## config.mk

```make
export PLATFORM = sky130hd
export DESIGN_NAME = lrgc_classify
export DESIGN_NICKNAME = d
export VERILOG_FILES = /design/src/lrgc_pkg.sv /design/src/lrgc_classify.sv
export SDC_FILE = /design/constraint.sdc
export NUM_CORES = 2
export LEC_CHECK = 0
export ABC_AREA = 1
export BUFFER_PORTS_ARGS = -buffer_cell sky130_fd_sc_hd__buf_2
export CAP_MARGIN = 10
export CORE_ASPECT_RATIO = 1.5
export CORE_MARGIN = 2
export CORE_UTILIZATION = 50
export DETAILED_ROUTE_END_ITERATION = 10
export GPL_TIMING_DRIVEN = 0
export MAX_ROUTING_LAYER = met4
export PLACE_DENSITY_LB_ADDON = 0.08
export SLEW_MARGIN = 5
export SYNTH_ARGS = -nofsm -noshare
export SYNTH_HDL_FRONTEND = slang
export SYNTH_SLANG_ARGS = --single-unit
```

## constraint.sdc

```tcl
create_clock -name vclk -period 13.95
set_clock_uncertainty 0.15 [all_clocks]
set_input_delay 0.6975 -clock vclk [all_inputs]
set_output_delay 0.6975 -clock vclk [all_outputs]
set_load 0.05 [all_outputs]
```

## src/lrgc_pkg.sv

```systemverilog
// ----------------------------------------------------------------------------
// lrgc_pkg
// Shared widths, register indexes, reset values and types of the lidar ray
// ground classifier.
// ----------------------------------------------------------------------------
package lrgc_pkg;

  // payload widths
  localparam int RADIUS_W   = 18;
  localparam int HEIGHT_W   = 16;
  localparam int TAG_W_DEF  = 16;

  // configuration port
  localparam int CFG_IDX_W  = 3;
  localparam int CFG_DATA_W = 16;

  // register indexes
  localparam logic [CFG_IDX_W-1:0] REG_SENSOR_HEIGHT = 3'd0;
  localparam logic [CFG_IDX_W-1:0] REG_LOCAL_SLOPE   = 3'd1;
  localparam logic [CFG_IDX_W-1:0] REG_GENERAL_SLOPE = 3'd2;
  localparam logic [CFG_IDX_W-1:0] REG_MIN_HEIGHT    = 3'd3;
  localparam logic [CFG_IDX_W-1:0] REG_CONC_STEP     = 3'd4;
  localparam logic [CFG_IDX_W-1:0] REG_RECLASS_GAP   = 3'd5;

  // register reset values
  localparam logic [12:0] RST_SENSOR_HEIGHT = 13'd1730;
  localparam logic [15:0] RST_LOCAL_SLOPE   = 16'd9210;
  localparam logic [15:0] RST_GENERAL_SLOPE = 16'd5734;
  localparam logic [12:0] RST_MIN_HEIGHT    = 13'd50;
  localparam logic [12:0] RST_CONC_STEP     = 13'd10;
  localparam logic [15:0] RST_RECLASS_GAP   = 16'd200;

  // configuration register set
  typedef struct packed {
    logic [12:0] sensor_height;
    logic [15:0] local_slope_tan;
    logic [15:0] general_slope_tan;
    logic [12:0] min_height_thresh;
    logic [12:0] concentric_step;
    logic [15:0] reclass_gap;
  } cfg_t;

  // previous point of the ray, as held by the top level
  typedef struct packed {
    logic                       ray_open;
    logic [RADIUS_W-1:0]        radius;
    logic signed [HEIGHT_W-1:0] height;
    logic                       ground;
  } prev_t;

endpackage

```

## src/lrgc_classify.sv

```systemverilog
// ----------------------------------------------------------------------------
// lrgc_classify
// Ground decision for one point against the previous point of its ray:
// local slope band, general slope band and large-gap reclassification.
// ----------------------------------------------------------------------------
module lrgc_classify
  import lrgc_pkg::*;
(
  input  cfg_t                       cfg,
  input  prev_t                      prev,
  input  logic                       ray_start,
  input  logic [RADIUS_W-1:0]        radius,
  input  logic signed [HEIGHT_W-1:0] height,
  output logic                       is_ground
);

  // common compare width: covers height +/- any band
  localparam int CW = 22;

  logic                       new_ray;
  logic [RADIUS_W-1:0]        prev_r;
  logic signed [HEIGHT_W-1:0] prev_h;
  logic                       prev_g;
  logic signed [HEIGHT_W-1:0] floor_h;

  logic signed [RADIUS_W:0]   step;
  logic signed [35:0]         loc_prod;
  logic [33:0]                gen_prod;
  logic signed [19:0]         band_raw;
  logic signed [19:0]         band;
  logic [17:0]                gband;
  logic                       use_min;

  logic signed [CW-1:0] h_x, ph_x, fh_x, b_x, gb_x;
  logic                 local_hit, general_hit, reclass_hit;

  // previous point, or the virtual start point below the sensor
  assign new_ray = ray_start || !prev.ray_open;
  assign floor_h = HEIGHT_W'(0) - {3'b000, cfg.sensor_height};
  assign prev_r  = new_ray ? '0      : prev.radius;
  assign prev_h  = new_ray ? floor_h : prev.height;
  assign prev_g  = new_ray ? 1'b0    : prev.ground;

  // signed radial step and slope products; upper bits give the floor of >>16
  assign step     = $signed({1'b0, radius}) - $signed({1'b0, prev_r});
  assign loc_prod = $signed({1'b0, cfg.local_slope_tan}) * step;
  assign gen_prod = cfg.general_slope_tan * radius;
  assign band_raw = loc_prod[35:16];
  assign gband    = gen_prod[33:16];

  // minimum band half width after a long step
  assign use_min = (step > $signed({6'b0, cfg.concentric_step})) &&
                   (band_raw < $signed({7'b0, cfg.min_height_thresh}));
  assign band    = use_min ? $signed({7'b0, cfg.min_height_thresh}) : band_raw;

  // extend everything to the compare width
  assign h_x  = {{(CW-HEIGHT_W){height[HEIGHT_W-1]}}, height};
  assign ph_x = {{(CW-HEIGHT_W){prev_h[HEIGHT_W-1]}}, prev_h};
  assign fh_x = {{(CW-HEIGHT_W){floor_h[HEIGHT_W-1]}}, floor_h};
  assign b_x  = {{(CW-20){band[19]}}, band};
  assign gb_x = {{(CW-18){1'b0}}, gband};

  // band checks
  assign local_hit   = (h_x <= ph_x + b_x) && (h_x >= ph_x - b_x);
  assign general_hit = (h_x <= fh_x + gb_x) && (h_x >= fh_x - gb_x);
  assign reclass_hit = (step > $signed({3'b0, cfg.reclass_gap})) &&
                       (h_x <= fh_x + b_x) && (h_x >= fh_x - b_x);

  always_comb begin
    if (local_hit) begin
      is_ground = prev_g || general_hit;
    end else begin
      is_ground = reclass_hit;
    end
  end

endmodule

```

==> flow_summary.toml <==
[worst_setup_path]
slowest_delay_ns = 0.58
critPathLaunchType = "input pin"
cp_slowest_cell = "fa_2"
crit_arrival_ns = 12.96
cp_data_required_time_ns = 13.10
path_class = "input pin to output pin"
end_kind = "output pin"
crit_fanout = 10
crit_path_start = "ray_start"

[floorplan]
fp-row-count = 114
core_um2 = 64500
dieHeight_um = 317
start_util_pct = 50.6
die_area_um2 = 67400
die_w_um = 213
io_pins = 159

[timing]
finalCritPeriodShare_pct = 99.0
setup-violations-final = 0
finalSetupTns_ns = 0
fmax_mhz = 72.4
slew_viol_final = 0
hold_viol = 0
timing.final.crit_period_ns = 13.80
rsz0062_at_grt = "true"
tightest_slew_ns = 1.16
maxSlewHeadroom_pct = 22.4
hold_slack_ns = 1.91

[cells_and_area]
areaGrowthSynthToFinish_pct = 16.1
drive_gt1_share_pct = 14.4
ff_latch_area_um2 = 0
nets = 6068
clkbuf_count = 0
n_sequential_cell = 0
fillers = 6429

[routing]
detail-route-antenna-nets = 0
vias = 30600
drt_iter0_markers = 1728
routed_via_density = 5.31
drt_wl_total_um = 115000
drt_pre_antenna_iters = 6
drc = 0
wl_per_cell_um = 20.0

[grt]
grt_max_degree = 35
busiest_layer = "met2"
grt_usage_pct = 34.8
first_global_vias = 30800
antenna_found_initial = 11
grt_first_pass_wirelength_um = 172000
grt_overflow_total = 0
grt_use_met3_pct = 2.71
met1_usage_pct = 37.6
use_met2_pct = 62.4

[place]
gp_congestion = 1.02
io_buffers = 132
hpwl_um = 98700

[synth]
post_synth.cell_area_avg_um2 = 7.07
synthCells = 4620
syn-cell-area_um2 = 32600
synth_cell_types = 57
yosysSeqAreaShare_pct = 0
syn_nets = 5805
ys_warn_count = 0

[worst_hold_path]
worstHoldEndpoint = "is_ground"
hold_path_startpoint = "prev[0]"
min_path_cells = 6
hp-class = "input pin to output pin"

[run]
max-cap-violations = 0

[run_status]
status = "complete, no violations"

[clock_network]
postCtsHoldBufs = 0
==> routing by layer <==
layer	share of wire, %	wire length (um)	up-vias
li1	-	-	14500
met1	37	42500	14700
met2	51	58500	988
met3	4.6	5280	363
met4	7.7	8850	0
met5	0	0	-
==> worst max-delay path by stage <==
stage | endpoint | slack, ns
6_report | is_ground | 0.15
5_1_grt | is_ground | -0.30
4_1_cts | is_ground | 0.003
3_5_place_dp | is_ground | -3.66
3_3_place_gp | is_ground | -4.14
2_1_floorplan | is_ground | 0.62
==> cells in the final DEF, fill, tap and decap left out, types with 13 or more instances in the layout <==
cell / synthesis / final
nor2_1: 297 / 272
buf_2: 7 / 131
buf_4: 4 / 138
nand2_4: 1 / 19
nand3_1: 119 / 99
o21ai_2: 3 / 22
xor2_1: 130 / 118
ha_1: 494 / 440
a21oi_2: 2 / 24
buf_6: 1 / 17
a21oi_1: 268 / 230
nor4_1: 21 / 18
nor3_1: 38 / 32
fa_2: 0 / 15
inv_2: 4 / 27
nand2_2: 10 / 64
nand2_1: 1056 / 978
o21ai_0: 120 / 94
inv_1: 1150 / 1112
nand4_1: 41 / 41
clkbuf_1: 129 / 99
o211ai_1: 13 / 13
ha_4: 0 / 46
nor2_2: 6 / 18
nor2_4: 1 / 14
fa_1: 533 / 518
a21oi_4: 0 / 16
nand3_2: 10 / 24
==> metrics by stage <==
| stage | utilization (%) | cells | setup slack (ns) | instance area, um^2 |
|---|---|---|---|---|
| 3_5_place_dp | 53.4 | 5624 | -3.66 | 34400 |
| 3_3_place_gp | 53.3 | 5622 | -4.14 | 34400 |
| 5_1_grt | 58.8 | 5762 | -0.295 | 37900 |
| 2_1_floorplan | - | 4620 | 0.618 | 32600 |
| 4_1_cts | 55.8 | 5665 | 0.00257 | 36000 |
| 6_report | 58.8 | 5762 | 0.145 | 37900 |
==> repair_timing <==
| item | CTS | global route |
|---|---|---|
| endpoints found under the hold margin | 0 | 0 |
| pin swaps | 77 | 169 |
| endpoints found under the setup margin | 1 | 1 |
| resized for setup | 303 | 258 |
| gates cloned | 0 | 1 |
| buffers inserted | 51 | 94 |
==> final cells by class <==
class	instances	area (um^2)	share of cell area [%]
tap	870	1090	2.87
multi-input combinational	3314	29800	78.7
inverter	1161	4430	11.7
buffer	126	666	1.76
timing repair buffer	280	1880	4.96
antenna	11	27.5	0.0726
==> cell usage after synthesis, drive strengths merged <==
cell type	count	share of area, %
nor4	26	0.59
a21boi	12	0.28
inv	1154	13
a221oi	2	0.054
nor4b	1	0.027
clkinv	7	0.081
buf	16	0.36
nand3	129	2.1
nand3b	9	0.21
nand4	41	0.79
o211ai	13	0.30
o21a	6	0.14
or2	13	0.25
o2111ai	1	0.027
nand2	1067	12
a31o	3	0.081
xnor2	13	0.35
nor2	304	3.6
nor3	39	0.61
a21o	11	0.25
fa	533	33
a22oi	4	0.092
and2	2	0.038
a21oi	270	4.2
o31ai	15	0.34
or3	1	0.019
xor2	130	3.5
a32oi	1	0.027
ha	494	19
o21bai	9	0.21
a31oi	14	0.27
o21ai	132	2.1
o221ai	4	0.11
clkbuf	129	1.5
nor3b	2	0.061
and3b	1	0.027
a211oi	8	0.18
and3	4	0.077
==> worst max-delay path, delay by kind of cell <==
family                     cells  cell delay [ns]
adders and majority gates     12             4.71
xor gates and xnor gates       1             0.12
AOI/OAI and AO/OA             18             3.11
and+or+nand+nor               25             2.56
buffers and inverters         17             1.69
==> kinds of logic after synthesis <==
kind of cell	after synthesis	synth area share, %
and+or+nand+nor	1639	20.8
buffers and inverters	1306	15.2
adders and majority gates	1027	51.6
AOI/OAI and AO/OA	505	8.58
xor gates and xnor gates	143	3.84
Power is left out: the tool's default activity adds up to more than one toggle a clock period on the data nets, which glitch-free logic cannot reach.
